===== src/hdl/assert_macros.svh =====
// Assertion macros shared by the link core modules
`ifndef ASSERT_MACROS_SVH
`define ASSERT_MACROS_SVH
`ifndef ASSERT_OFF
`define ASSERT_IMPLIES(label, clk, rst_n, a, c) \
  label: assert property (@(posedge clk) disable iff (!rst_n) (a) |-> (c)) \
    else $error("assertion failed");
`define ASSERT_NEXT(label, clk, rst_n, a, c) \
  label: assert property (@(posedge clk) disable iff (!rst_n) (a) |=> (c)) \
    else $error("assertion failed");
`else
`define ASSERT_IMPLIES(label, clk, rst_n, a, c)
`define ASSERT_NEXT(label, clk, rst_n, a, c)
`endif
`endif


===== src/hdl/ptsl_pkg.sv =====
// Package: constants and payload types of the paper tape station link
package ptsl_pkg;
  localparam int TapeAw = 16;
  localparam int TapeDepth = 1 << TapeAw;
  localparam int RingAw = 5;

  localparam logic [2:0] CmdNet = 3'd0;
  localparam logic [2:0] CmdF71 = 3'd1;
  localparam logic [2:0] CmdF74 = 3'd2;
  localparam logic [2:0] CmdAct = 3'd3;
  localparam logic [2:0] CmdClines = 3'd4;

  localparam logic [7:0] NetReset = 8'h80;
  localparam logic [7:0] NetBlock = 8'h81;
  localparam logic [7:0] NetRewind = 8'h82;
  localparam logic [7:0] NetEchoOn = 8'h84;
  localparam logic [7:0] NetEchoOff = 8'h85;
  localparam logic [7:0] NetOnlOn = 8'h88;
  localparam logic [7:0] NetOnlOff = 8'h89;
  localparam logic [7:0] NetOnlChar = 8'h8A;
  localparam logic [7:0] AckByte = 8'h81;
  localparam logic [5:0] ShiftBase = 6'h1B;
  localparam logic [15:0] BusyReset = 16'd347;

  typedef enum logic [4:0] {
    PsIdle = 5'b00001,
    PsResetArgs = 5'b00010,
    PsBlockLen = 5'b00100,
    PsBlockData = 5'b01000,
    PsOnlChar = 5'b10000
  } ps_e;

  typedef struct packed {
    logic [2:0] command;
    logic [7:0] rx_byte;
    logic level;
    logic [12:0] clines;
    logic [31:0] word_time;
  } in_t;

  typedef struct packed {
    logic ready_valid;
    logic ready_level;
    logic trlines_valid;
    logic [4:0] trlines_value;
    logic tx_valid;
    logic [7:0] tx_byte;
    logic last;
  } out_t;
endpackage


===== src/hdl/ptsl_outq.sv =====
// Eight-entry result queue with up to three pushes per cycle
`include "assert_macros.svh"
module ptsl_outq (
  input  logic              clk_i,
  input  logic              rst_ni,
  input  logic              push0_i,
  input  ptsl_pkg::out_t    data0_i,
  input  logic              push1_i,
  input  ptsl_pkg::out_t    data1_i,
  input  logic              push2_i,
  input  ptsl_pkg::out_t    data2_i,
  output logic              room_o,
  output logic              valid_o,
  output ptsl_pkg::out_t    data_o,
  input  logic              ready_i
);
  import ptsl_pkg::*;
  out_t mem_q [8];
  logic [2:0] wp_q, rp_q;
  logic [2:0] wp1, wp2;
  logic [3:0] cnt_q;
  logic [1:0] npush;
  logic pop;

  assign pop = valid_o && ready_i;
  assign valid_o = cnt_q != 4'd0;
  assign data_o = mem_q[rp_q];
  assign npush = 2'(push0_i) + 2'(push1_i) + 2'(push2_i);
  // pack the pushes of one cycle into consecutive slots
  assign wp1 = wp_q + 3'(push0_i);
  assign wp2 = wp1 + 3'(push1_i);
  // keep room for a pending reader result and two results of the next request
  assign room_o = cnt_q <= 4'd4;

  always_ff @(posedge clk_i) begin
    if (push0_i) mem_q[wp_q] <= data0_i;
    if (push1_i) mem_q[wp1] <= data1_i;
    if (push2_i) mem_q[wp2] <= data2_i;
  end

  always_ff @(posedge clk_i or negedge rst_ni) begin
    if (!rst_ni) begin
      wp_q <= '0;
      rp_q <= '0;
      cnt_q <= '0;
    end else begin
      wp_q <= wp_q + 3'(npush);
      if (pop) rp_q <= rp_q + 3'd1;
      cnt_q <= cnt_q + 4'(npush) - 4'(pop);
    end
  end

  `ASSERT_IMPLIES(a_cnt_bound, clk_i, rst_ni, 1'b1, cnt_q <= 4'd8)
  `ASSERT_IMPLIES(a_no_overflow, clk_i, rst_ni, 1'b1, 5'(cnt_q) + 5'(npush) <= 5'd8)
  `ASSERT_IMPLIES(a_push_order, clk_i, rst_ni, push2_i, push1_i)
endmodule


===== config.mk =====
export PLATFORM = sky130hd
export DESIGN_NAME = ptsl_outq
export DESIGN_NICKNAME = d
export VERILOG_FILES = /design/src/hdl/ptsl_pkg.sv /design/src/hdl/ptsl_outq.sv
export VERILOG_INCLUDE_DIRS = /design/src /design/src/hdl
export SDC_FILE = /design/constraint.sdc
export NUM_CORES = 1
export LEC_CHECK = 0
export BUFFER_PORTS_ARGS = -buffer_cell sky130_fd_sc_hd__buf_2
export CAP_MARGIN = 20
export CORE_ASPECT_RATIO = 0.75
export CORE_MARGIN = 2
export CORE_UTILIZATION = 31
export DETAILED_ROUTE_END_ITERATION = 6
export SLEW_MARGIN = 20
export SYNTH_ARGS = -nofsm -noshare
export SYNTH_HDL_FRONTEND = slang
export SYNTH_SLANG_ARGS = --single-unit

===== constraint.sdc =====
create_clock -name clk_i -period 10 [get_ports clk_i]
set_clock_uncertainty 0.15 [all_clocks]
set_input_delay 2 -clock clk_i [delete_from_list [all_inputs] [get_ports clk_i]]
set_output_delay 2 -clock clk_i [all_outputs]
set_load 0.005 [all_outputs]

==> results of run 1 <==
-- logic make-up (layout without fill, tap and decap cells) --
kind of cell | Yosys count | after routing | share of synthesized area (%)
buffers and inverters | 172 | 146 | 7.031
xor gates and xnor gates | 9 | 9 | 1.088
DFF | 154 | 154 | 45.74
adders and majority gates | 16 | 16 | 2.227
and+or+nand+nor | 326 | 326 | 16.61
muxes | 55 | 55 | 10.25
AOI/OAI and AO/OA | 299 | 299 | 17.05
-- layout make-up --
type | instances | area, µm²
clock buffer | 19 | 432.9
clock inverter | 13 | 121.4
timing repair buffer | 99 | 545.5
tap | 406 | 508.0
fill | 3124 | 20530
inverter | 15 | 56.30
multi-input combinational | 705 | 4765
sequential | 154 | 4576
-- report_power, final --
group	internal, µW	leakage [µW]	switching, µW
clock	344	0.000269	284
combinational	719	0.00167	1620
sequential	1210	0.00145	154
total	2280	0.00339	2060
-- sequential cells by signal, summed over array words and instances (netlist names) --
signal	flops
wp_q	3
mem_q	144
rp_q	3
cnt_q	4
-- synth_stat cells, types with 4 or more instances --
| master | count |
|---|---|
| sky130_fd_sc_hd__xnor2_1 | 5 |
| sky130_fd_sc_hd__nor3_1 | 144 |
| sky130_fd_sc_hd__edfxtp_1 | 144 |
| sky130_fd_sc_hd__inv_1 | 15 |
| sky130_fd_sc_hd__or2_1 | 4 |
| sky130_fd_sc_hd__mux4_2 | 36 |
| sky130_fd_sc_hd__o21ai_0 | 145 |
| sky130_fd_sc_hd__mux2_2 | 19 |
| sky130_fd_sc_hd__ha_1 | 13 |
| sky130_fd_sc_hd__buf_2 | 25 |
| sky130_fd_sc_hd__buf_1 | 33 |
| sky130_fd_sc_hd__a31oi_1 | 144 |
| sky130_fd_sc_hd__nand3_1 | 147 |
| sky130_fd_sc_hd__dfrtp_1 | 10 |
| sky130_fd_sc_hd__a32oi_1 | 4 |
| sky130_fd_sc_hd__nand2b_1 | 4 |
| sky130_fd_sc_hd__nand3b_1 | 4 |
| sky130_fd_sc_hd__nand2_1 | 11 |
| sky130_fd_sc_hd__clkbuf_1 | 95 |
-- stage by stage --
stage	cell area, µm²	power (µW)
2_1_floorplan	10000	2895
3_3_place_gp	10450	3619
3_5_place_dp	10450	3660
4_1_cts	11000	4284
5_1_grt	11000	4538
6_report	11000	4333
-- worst min-delay path by stage --
| stage | start | to | slack [ps] | cells after the start |
|---|---|---|---|---|
| after floorplan | cnt_q[0]$_DFF_PN0_ | cnt_q[0]$_DFF_PN0_ | 340 | 1 |
| after global placement | cnt_q[0]$_DFF_PN0_ | cnt_q[0]$_DFF_PN0_ | 400 | 1 |
| after detailed placement | cnt_q[0]$_DFF_PN0_ | cnt_q[0]$_DFF_PN0_ | 410 | 1 |
| after CTS | cnt_q[0]$_DFF_PN0_ | cnt_q[0]$_DFF_PN0_ | 420 | 1 |
| after global routing | cnt_q[0]$_DFF_PN0_ | cnt_q[0]$_DFF_PN0_ | 430 | 1 |
| final | cnt_q[0]$_DFF_PN0_ | cnt_q[0]$_DFF_PN0_ | 420 | 1 |
-- per-layer routing --
metal | track usage [%] | vias up
met2 | 31.62 | 730
met3 | 5.365 | 79
met1 | 30.95 | 4455
li1 | - | 3920
met5 | 0 | -
met4 | 6.210 | 2
==> summary.txt, run 1 <==
Run status
  – Run status: completed

Floorplan
  – Width of the die: 211.4 µm
  – Std-Cell Rows: 56
  – Placeable Area: 31530 µm²
  – Die area: 33730 µm²
  – Initial cell density of the core: 31.72%
  – I/O pin count: 80
  – Die extent in y: 159.6 µm

Clock tree
  – Worst-Skew Late Latency: 430 ps
  – Clock transition at the register clock pins on the worst setup and hold paths after CTS: 70 ps
  – Count of H-tree levels built during CTS: 4
  – Hold-fix buffers, CTS: 0
  – TritonCTS Buffers: 17
  – Gates resized, CTS repair: 0
  – Clock tree root driver cell: sky130_fd_sc_hd__clkbuf_16
  – TritonCTS clock tree: built
  – CTS max path bufs: 2
  – Clock tree sinks: 154
  – Post-CTS Repair Setup Buffers: 0

Detailed routing
  – Detail-routed via count per cell: 6.510
  – Antenna Violating Nets Remaining: 0
  – Post-detailed-route DRC marker count: 0
  – Highest routing layer actually used: met5
  – Number of vias in the routed layout: 9186
  – Overall routed net length: 36770 µm
  – Metal-1 WL: 15100 µm
  – Average detailed-routed wire length per instance: 26.06 µm
  – Total length of routed met2 wires: 16340 µm
  – First drt pass iteration count: 5
  – DRC marker count from the first detailed-route iteration: 1694
  – Met3 Wirelength: 4549 µm

Timing
  – Final Hold Fails: 0
  – Final period util: 60.38%
  – Shortest period the worst path allows: 6038 ps
  – Setup TNS Final: 0 ps
  – Final worst setup slack: 3962 ps
  – Setup-violating endpoint count in the final report: 0
  – Final Slew Violations: 0
  – Worst-Margin Slew: 1089 ps
  – RSZ-0062 raised after global routing: false
  – Post-Route Hold Slack: 417.8 ps
  – Max Clk Rate: 165.6 MHz
  – Headroom to the max-slew limit: 27.22%

Critical path
  – Endpoint required time on the critical path: 9900 ps
  – Slowest cell on the critical path: sky130_fd_sc_hd__nand2_1
  – Reg-to-reg endpoint: mem_q[1][1]$_DFFE_PP_
  – Critical Path Stages: 8
  – Critical setup path kind: in -> reg
  – Critical path endpoint category: register
  – Kind of start point of the critical path: input pin
  – List of cells traversed by the critical path: buf_2 -> ha_1 -> ha_1 -> ha_1 -> xnor3_2 -> buf_4 -> nand2b_1 -> nand2_1
  – Critical path's largest stage delay: 970 ps
  – Reg-to-reg startpoint: wp_q[0]$_DFF_PN0_
  – Maximum fanout count along the critical path: 43
  – Count of buffering cells on the critical path with inverters included: 2
  – Most numerous cell on the critical path: sky130_fd_sc_hd__ha_1
  – Crit. Startpoint: push0_i
  – Depth of the most critical reg-to-reg path: 7
  – Worst reg2reg setup slack: 5210 ps
  – Family with the most delay on the worst path: simple AND/OR/NAND/NOR gates
  – Data arrival at the endpoint of the critical path: 5940 ps
  – Critical Path End: mem_q[1][1]$_DFFE_PP_

Yosys
  – Count of flip-flops with a built-in enable after synthesis: 144
  – Proportion of netlist area held by the largest area contributor: 43.24%
  – Post-synthesis instance total: 1031
  – Biggest area contributors in the synthesized netlist: sky130_fd_sc_hd__edfxtp_1 (43%), sky130_fd_sc_hd__a31oi_1 (9.0%), sky130_fd_sc_hd__mux4_2 (8.1%)
  – Area leader, netlist: sky130_fd_sc_hd__edfxtp_1
  – Main flop type after synthesis: sky130_fd_sc_hd__edfxtp_1
  – Net count after synthesis: 1107
  – Mean Syn Cell Area: 9.700 µm²
  – Part of the Yosys area used for sequential elements: 45.74%
  – Number of library cell types mapped by synthesis: 35
  – Summed instance area of the synthesized netlist: 10000 µm²
  – Post-synthesis async set-or-reset flop share: 6.494%
  – Number of warning messages in the yosys log: 0
  – Number of storage elements in the synthesis netlist: 154

Global routing
  – Pin count of the biggest net entering global routing: 80
  – Remaining global-route overflow: 0
  – Antenna violations before repair: 1
  – Vias in the first global route: 8525
  – Wire length of the first global-routing pass: 54840 µm
  – All-layer global routing usage: 21.44%

Cells and area
  – Most common cell after layout, fill and taps aside: sky130_fd_sc_hd__nand3_1
  – Number of antenna cells inserted: 0
  – Commonest cells after routing, fill and taps aside: sky130_fd_sc_hd__nand3_1 (147), sky130_fd_sc_hd__o21ai_0 (145), sky130_fd_sc_hd__nor3_1 (144), sky130_fd_sc_hd__a31oi_1 (144), sky130_fd_sc_hd__edfxtp_1 (144)
  – Number of standard cells in the layout, taps in and fillers out: 1411
  – Number of nets at the end of the flow: 1068
  – Layout overhead on the synthesized area: 10.03%
  – Post-route core utilization: 34.90%
  – Ratio of cells with drive above 1 in the final layout: 19.30%

Place
  – Detailed placement HPWL: 22280 µm
  – Port Buf Inserts: 79
  – Final RePlAce weighted congestion: 0.8267
  – Number of cells after detailed placement: 1379
  – Dpl ws: 3595 ps

Flow run
  – Max capacitance violation total: 0

Power
  – Total leakage power: 0.003386 µW
  – Power density over cell area: 393.7 nW/µm²
  – Peak ir drop on the vdd network: 324.2 µV

Min path
  – Worst min-delay path category: reg -> reg
(Power assumes the default switching activity.)
==> run 2, diff against run 1 <==
==> constraint.sdc (replaced) <==
create_clock -name clk_i -period 5 [get_ports clk_i]
set_clock_uncertainty 0.15 [all_clocks]
set_input_delay 1 -clock clk_i [delete_from_list [all_inputs] [get_ports clk_i]]
set_output_delay 1 -clock clk_i [all_outputs]
set_load 0.005 [all_outputs]
==> run 2 against run 1 <==
  * The run now ends with design-rule violations left
  * Routed wire length is 7.1% higher
  * Combinational power increased by 120%
  * Critical path depth decreased by 4
  * Die area did not move
  * Global-route usage increased by 1.7 points
  * Highest routed layer is now met4
==> summary.txt, run 2 (synthesis results as in run 1) <==
Run status
  – Run status: finished, violations left
  – Violations in the final reports: design-rule violations

Clock tree
  – Post-CTS Repair Setup Buffers: 0 (unchanged)
  – TritonCTS clock tree: built
  – Clock tree sinks: 154 (unchanged)
  – CTS max path bufs: 2 (unchanged)
  – Hold-fix buffers, CTS: 0 (unchanged)
  – Gates resized, CTS repair: 0 (unchanged)
  – Worst-Skew Late Latency: 430 ps (about the same)
  – TritonCTS Buffers: 17 (unchanged)
  – Count of H-tree levels built during CTS: 4 (unchanged)
  – Clock transition at the register clock pins on the worst setup and hold paths after CTS: 70 ps (about the same)
  – Clock tree root driver cell: sky130_fd_sc_hd__clkbuf_16

Critical path
  – List of cells traversed by the critical path: buf_4 -> mux4_2 -> mux2_2 -> buf_2
  – Depth of the most critical reg-to-reg path: 8 (+1)
  – Kind of start point of the critical path: register
  – Count of buffering cells on the critical path with inverters included: 2 (unchanged)
  – Critical path endpoint category: output port
  – Critical setup path kind: reg -> out
  – Critical path's largest stage delay: 990 ps (+20 ps)
  – Reg-to-reg startpoint: wp_q[0]$_DFF_PN0_
  – Worst reg2reg setup slack: 1550 ps (-3660 ps)
  – Slowest cell on the critical path: sky130_fd_sc_hd__dfrtp_2
  – Data arrival at the endpoint of the critical path: 2860 ps (-3080 ps)
  – Family with the most delay on the worst path: flip-flops
  – Reg-to-reg endpoint: mem_q[2][6]$_DFFE_PP_
  – Endpoint required time on the critical path: 3850 ps (-6050 ps)
  – Maximum fanout count along the critical path: 21 (-51%)

Power
  – Total leakage power: 0.003553 µW (+4.9%)
  – Int Pwr: 4789 µW (+110%)
  – Combinational fraction of design power: 56.5% (+2.6 points)
  – Power density over cell area: 816.3 nW/µm² (+110%)
  – Switching component of the power: 4428 µW (+120%)
  – Clock power frac: 14.3% (-0.2 points)
  – Peak ir drop on the vdd network: 581.7 µV (+79%)
  – Switching share of power: 48.04% (+0.56 points)
  – Total power of the final layout: 9216 µW (+110%)
  – Fraction of power consumed by sequential logic: 29.3% (-2.2 points)

Detailed routing
  – Antenna Violating Nets Remaining: 0 (unchanged)
  – Overall routed net length: 39390 µm (+7.1%)
  – Average detailed-routed wire length per instance: 27.32 µm (+4.8%)
  – DRC marker count from the first detailed-route iteration: 1475 (-13%)
  – Detail-routed via count per cell: 6.498 (-0.19%)
  – Post-detailed-route DRC marker count: 3 (+3)
  – First drt pass iteration count: 7 (+2)
  – Number of vias in the routed layout: 9370 (+2.0%)

Cells and area
  – Largest registers: mem_q x144, cnt_q x4
  – Commonest cells after routing, fill and taps aside: sky130_fd_sc_hd__nand3_1 (147), sky130_fd_sc_hd__o21ai_0 (145), sky130_fd_sc_hd__nor3_1 (144), sky130_fd_sc_hd__a31oi_1 (144), sky130_fd_sc_hd__edfxtp_1 (144)
  – Ratio of cells with drive above 1 in the final layout: 21.49% (+2.2 points)
  – Most common cell after layout, fill and taps aside: sky130_fd_sc_hd__nand3_1
  – Number of flip-flops under the largest register name: 144 (unchanged)
  – Largest register by flop count: mem_q
  – Number of nets at the end of the flow: 1096 (+2.6%)
  – Layout overhead on the synthesized area: 12.90%

Timing
  – Final Hold Fails: 0 (unchanged)
  – Headroom to the max-slew limit: 30.69% (+3.5 points)
  – Setup TNS Final: 0 ps (unchanged)
  – RSZ-0062 raised after global routing: false
  – Final Slew Violations: 0 (unchanged)
  – Shortest period the worst path allows: 4014 ps
  – Worst-Margin Slew: 1037 ps (-52.48 ps)
  – Max Clk Rate: 249.1 MHz
  – Post-Route Hold Slack: 267.0 ps (-150.8 ps)
  – Final period util: 80.27%
  – Setup-violating endpoint count in the final report: 0 (unchanged)

Floorplan
  – I/O pin count: 80 (unchanged)
  – Initial cell density of the core: 31.72% (unchanged)
  – Placeable Area: 31530 µm² (unchanged)
  – Die extent in y: 159.6 µm (unchanged)
  – Width of the die: 211.4 µm (unchanged)
  – Die area: 33730 µm² (unchanged)
  – Std-Cell Rows: 56 (unchanged)

Place
  – Port Buf Inserts: 79 (unchanged)
  – Detailed placement HPWL: 23360 µm (+4.8%)
  – Final RePlAce weighted congestion: 0.8203 (-0.77%)

Flow run
  – Max capacitance violation total: 0 (unchanged)

Global routing
  – Vias in the first global route: 9130 (+7.1%)
  – Pin count of the biggest net entering global routing: 59 (-26%)
  – All-layer global routing usage: 23.11% (+1.7 points)
  – Remaining global-route overflow: 0 (unchanged)
  – Wire length of the first global-routing pass: 57930 µm (+5.6%)
  – Antenna violations before repair: 2 (+1)

Min path
  – Worst min-delay path category: in -> async
-- run 2: changes by cell type in the layout (fill, tap and decap cells not counted), moves of 2 or more --
| cell | delta |
|---|---|
| sky130_fd_sc_hd__clkinv_4 | -3 |
| sky130_fd_sc_hd__clkbuf_16 | +2 |
| sky130_fd_sc_hd__buf_12 | +3 |
| sky130_fd_sc_hd__clkbuf_8 | +2 |
| sky130_fd_sc_hd__buf_4 | +25 |
| sky130_fd_sc_hd__diode_2 | +3 |
-- run 2: cell type report --
class | instances | area (µm²)
fill | 3101 | 20240
multi-input combinational | 705 | 4765
sequential | 154 | 4576
timing repair buffer | 127 | 793.3
clock buffer | 23 | 510.5
tap | 406 | 508.0
clock inverter | 9 | 75.07
inverter | 15 | 56.30
antenna | 3 | 7.507
-- run 2: worst max-delay path by stage --
stage	slack, ps	startpoint	cells past startpoint	end
after floorplan	1060	push0_i	9	mem_q[4][0]$_DFFE_PP_
after global placement	990	push0_i	9	mem_q[2][8]$_DFFE_PP_
after detailed placement	960	push0_i	9	mem_q[2][8]$_DFFE_PP_
after CTS	970	rp_q[0]$_DFFE_PN0P_	4	data_o[8]
after global routing	860	rp_q[0]$_DFFE_PN0P_	4	data_o[5]
final	990	rp_q[0]$_DFFE_PN0P_	4	data_o[5]
-- run 2: through the flow --
step	worst slack [ps]	util, %	instances	instance area, µm²
finish	986.3	35.81	1442	11290
global route	861.9	35.80	1441	11290
CTS	967.8	35.78	1439	11280
detailed placement	958.9	33.92	1407	10700
global placement	985.4	33.92	1407	10700
floorplan	1062	-	1031	10000
-- run 2: power by group through the flow --
stage	sequential, µW	clock (µW)	combinational [µW]
finish	2700	1310	5200
CTS	2700	1310	5070
detailed placement	2720	0	5060
global placement	2700	0	4980
global route	2750	1370	5470
floorplan	2530	0	3260
-- run 2: per-layer routing --
metal	routed length (µm)	global-route usage (%)	share of wire, %
met5	0	0	0
met4	1404	10.88	3.6
met3	4964	5.464	13
met2	17650	34.66	45
met1	15370	31.44	39
==> run 3, diff against run 2 <==
--- a/config.mk
+++ b/config.mk
@@ -6,6 +6,7 @@
 export SDC_FILE = /design/constraint.sdc
 export NUM_CORES = 1
 export LEC_CHECK = 0
+export ABC_AREA = 1
 export BUFFER_PORTS_ARGS = -buffer_cell sky130_fd_sc_hd__buf_2
 export CAP_MARGIN = 20
 export CORE_ASPECT_RATIO = 0.75
==> constraint.sdc (replaced) <==
create_clock -name clk_i -period 3.73 [get_ports clk_i]
set_clock_uncertainty 0.15 [all_clocks]
set_input_delay 0.746 -clock clk_i [delete_from_list [all_inputs] [get_ports clk_i]]
set_output_delay 0.746 -clock clk_i [all_outputs]
set_load 0.005 [all_outputs]
==> run 3 against run 2 <==
  * Combinational power is 51% higher
  * Design area is 12% higher
  * Sequential power is 27% higher
  * Critical path type unchanged
  * Total power is 43% higher
  * Critical path depth is 1 higher
  * Worst hold slack worse by 190 ps
  * The flow now finishes without violations
  * Global-route usage is 1.8 points higher
  * Largest power group unchanged
  * Largest cell class unchanged
  * First-iteration DRC count is 32% higher
  * Critical endpoint is now data_o[13]
==> summary.txt, run 3 <==
Run status
  – Run status: completed

Detailed routing
  – First drt pass iteration count: 6 (-1)
  – DRC marker count from the first detailed-route iteration: 1950 (+32%)
  – Overall routed net length: 47600 µm (+21%)
  – Number of vias in the routed layout: 11.93k (+27%)
  – Antenna Violating Nets Remaining: 0 (unchanged)
  – Post-detailed-route DRC marker count: 0 (-3)
  – Detail-routed via count per cell: 5.753 (-11%)
  – Average detailed-routed wire length per instance: 22.96 µm (-16%)

Yosys
  – Top post-synthesis cells by count: sky130_fd_sc_hd__nand2_1 (653), sky130_fd_sc_hd__nand4_1 (288), sky130_fd_sc_hd__edfxtp_1 (144)
  – Number of library cell types mapped by synthesis: 27 (-23%)
  – Proportion of netlist area held by the largest area contributor: 37.78% (-5.5 points)
  – Post-synthesis async set-or-reset flop share: 6.494% (unchanged)
  – Post-synthesis instance total: 1599 (+55%)
  – Number of storage elements in the synthesis netlist: 154 (unchanged)
  – Main flop type after synthesis: sky130_fd_sc_hd__edfxtp_1
  – Summed instance area of the synthesized netlist: 11450 µm² (+14%)
  – Number of warning messages in the yosys log: 0 (unchanged)
  – Mean Syn Cell Area: 7.158 µm² (-26%)
  – Part of the Yosys area used for sequential elements: 39.97% (-5.8 points)
  – Count of flip-flops with a built-in enable after synthesis: 144 (unchanged)
  – Net count after synthesis: 1675 (+51%)
  – Most common cell in the netlist: sky130_fd_sc_hd__nand2_1
  – Area leader, netlist: sky130_fd_sc_hd__edfxtp_1
  – Biggest area contributors in the synthesized netlist: sky130_fd_sc_hd__edfxtp_1 (38%), sky130_fd_sc_hd__nand2_1 (21%), sky130_fd_sc_hd__nand4_1 (16%)

Clock tree
  – TritonCTS clock tree: built
  – Worst-Skew Late Latency: 440 ps (about the same)
  – Clock transition at the register clock pins on the worst setup and hold paths after CTS: 60 ps (about the same)
  – Post-CTS Repair Setup Buffers: 0 (unchanged)
  – TritonCTS Buffers: 17 (unchanged)
  – Count of H-tree levels built during CTS: 4 (unchanged)
  – Clock tree root driver cell: sky130_fd_sc_hd__clkbuf_16
  – Clock tree sinks: 154 (unchanged)
  – CTS max path bufs: 2 (unchanged)
  – Gates resized, CTS repair: 0 (unchanged)
  – Hold-fix buffers, CTS: 0 (unchanged)

Global routing
  – All-layer global routing usage: 24.89% (+1.8 points)
  – Antenna violations before repair: 2 (unchanged)
  – Pin count of the biggest net entering global routing: 74 (+25%)
  – Wire length of the first global-routing pass: 70390 µm (+22%)
  – Vias in the first global route: 10.83k (+19%)
  – Remaining global-route overflow: 0 (unchanged)

Floorplan
  – Die area: 38490 µm² (+14%)
  – Initial cell density of the core: 31.70% (about the same)
  – Std-Cell Rows: 60 (+7.1%)
  – Placeable Area: 36110 µm² (+15%)
  – I/O pin count: 80 (unchanged)
  – Die extent in y: 170.4 µm (+6.8%)
  – Width of the die: 225.9 µm (+6.8%)

Critical path
  – Maximum fanout count along the critical path: 33 (+57%)
  – Data arrival at the endpoint of the critical path: 2530 ps (-330 ps)
  – Worst reg2reg setup slack: 920 ps (-630 ps)
  – Reg-to-reg endpoint: mem_q[1][13]$_DFFE_PP_
  – Endpoint required time on the critical path: 2830 ps (-1020 ps)
  – Critical path endpoint category: output port
  – Depth of the most critical reg-to-reg path: 7 (-1)
  – Reg-to-reg startpoint: wp_q[0]$_DFF_PN0_
  – Kind of start point of the critical path: register
  – Critical setup path kind: reg -> out

Power
  – Total leakage power: 0.005687 µW (+60%)
  – Peak ir drop on the vdd network: 1245 µV (+110%)
  – Power density over cell area: 1043 nW/µm² (+28%)
  – Total power of the final layout: 13200 µW (+43%)

Timing
  – Headroom to the max-slew limit: 40.80% (+10 points)
  – Post-Route Hold Slack: 81.74 ps (-185.3 ps)
  – Setup-violating endpoint count in the final report: 0 (unchanged)
  – Final period util: 91.92%
  – Setup TNS Final: 0 ps (unchanged)
  – Max Clk Rate: 291.6 MHz
  – RSZ-0062 raised after global routing: false
  – Final Hold Fails: 0 (unchanged)
  – Shortest period the worst path allows: 3429 ps
  – Worst-Margin Slew: 888.0 ps (-148.5 ps)
  – Final Slew Violations: 0 (unchanged)

Cells and area
  – Largest register by flop count: mem_q
  – Most common cell after layout, fill and taps aside: sky130_fd_sc_hd__nand2_1
  – Final-layout fill cell count: 3788 (+22%)
  – Number of flip-flops under the largest register name: 144 (unchanged)
  – Ratio of cells with drive above 1 in the final layout: 12.83% (-8.7 points)
  – Post-route core utilization: 35.04% (-0.77 points)
  – Layout overhead on the synthesized area: 10.54%
  – Sequential Area: 4577 µm² (about the same)
  – Multi-input gate area in the final layout: 5821 µm² (+22%)
  – Commonest cells after routing, fill and taps aside: sky130_fd_sc_hd__nand2_1 (653), sky130_fd_sc_hd__nand4_1 (288), sky130_fd_sc_hd__edfxtp_1 (144), sky130_fd_sc_hd__nor2_1 (113), sky130_fd_sc_hd__o21ai_0 (95)
  – Number of standard cells in the layout, taps in and fillers out: 2073 (+44%)
  – Largest registers: mem_q x144, cnt_q x4
  – Number of nets at the end of the flow: 1637 (+49%)

Min path
  – Worst min-delay path category: in -> async

Flow run
  – Max capacitance violation total: 0 (unchanged)

Place
  – Final RePlAce weighted congestion: 0.8891 (+8.4%)
  – Number of cells after detailed placement: 2038 (+45%)
  – Detailed placement HPWL: 30660 µm (+31%)
  – Port Buf Inserts: 79 (unchanged)
[run 3: cell count changes after synthesis, sizes merged, moves of 36 or more]
cell,change
a31oi,-144
buf,+69
mux4,-36
nand2,+647
nand3,-118
nand4,+288
nor2,+113
nor3,-144
o21ai,-36
[run 3: per-layer routing]
| layer | routed length [µm] | global-route usage (%) |
|---|---|---|
| met1 | 20830 | 38.55 |
| met2 | 18480 | 32.24 |
| met3 | 7475 | 7.528 |
| met4 | 813 | 7.285 |
| met5 | 0 | 0 |
[run 3: metrics by stage]
step | worst slack [ps] | instance area, µm²
after floorplan | 354.4 | 11450
after global placement | 545.6 | 12020
after detailed placement | 491.2 | 12020
after CTS | 320.9 | 12640
after global routing | 152.1 | 12650
final | 301.2 | 12650
[run 3: critical path: stages (launching register included)]
cell and delay, ps:
sky130_fd_sc_hd__dfrtp_2 920, sky130_fd_sc_hd__o21ai_0 180, sky130_fd_sc_hd__o21ai_0 660, sky130_fd_sc_hd__nand2_1 100, sky130_fd_sc_hd__nand2_1 90, sky130_fd_sc_hd__buf_2 120
[run 3: cell families after synthesis]
logic type / count (synthesis) / share of synthesized area (%)
simple gates: 1090 / 43.63
buf+inv: 224 / 9.270
flops: 154 / 39.97
compound gates: 110 / 4.810
fa+ha+maj: 16 / 1.946
xor+xnor: 5 / 0.3827
[run 3: where the power goes]
part / internal, µW / switching, µW / leakage (µW) / total, µW
combinational: 1890 / 5970 / 0.00392 / 7860
sequential: 3120 / 310 / 0.00145 / 3430
clock: 1180 / 730 / 0.000313 / 1910
[run 3: worst max path at each step]
stage	from	end	slack, ps
2_1_floorplan	push0_i	mem_q[5][0]$_DFFE_PP_	350
3_3_place_gp	push0_i	mem_q[0][11]$_DFFE_PP_	550
3_5_place_dp	push0_i	mem_q[1][12]$_DFFE_PP_	490
4_1_cts	rp_q[1]$_DFFE_PN0P_	data_o[13]	320
5_1_grt	rp_q[1]$_DFFE_PN0P_	data_o[13]	150
6_report	rp_q[1]$_DFFE_PN0P_	data_o[13]	300
[run 3: cell type report]
type,instances,share of cell area (%)
antenna,3,0.05934
inverter,29,0.8604
multi-input combinational,1221,46.00
timing repair buffer,138,7.021
tap,496,4.905
sequential,154,36.17
clock inverter,14,1.582
clock buffer,18,3.392
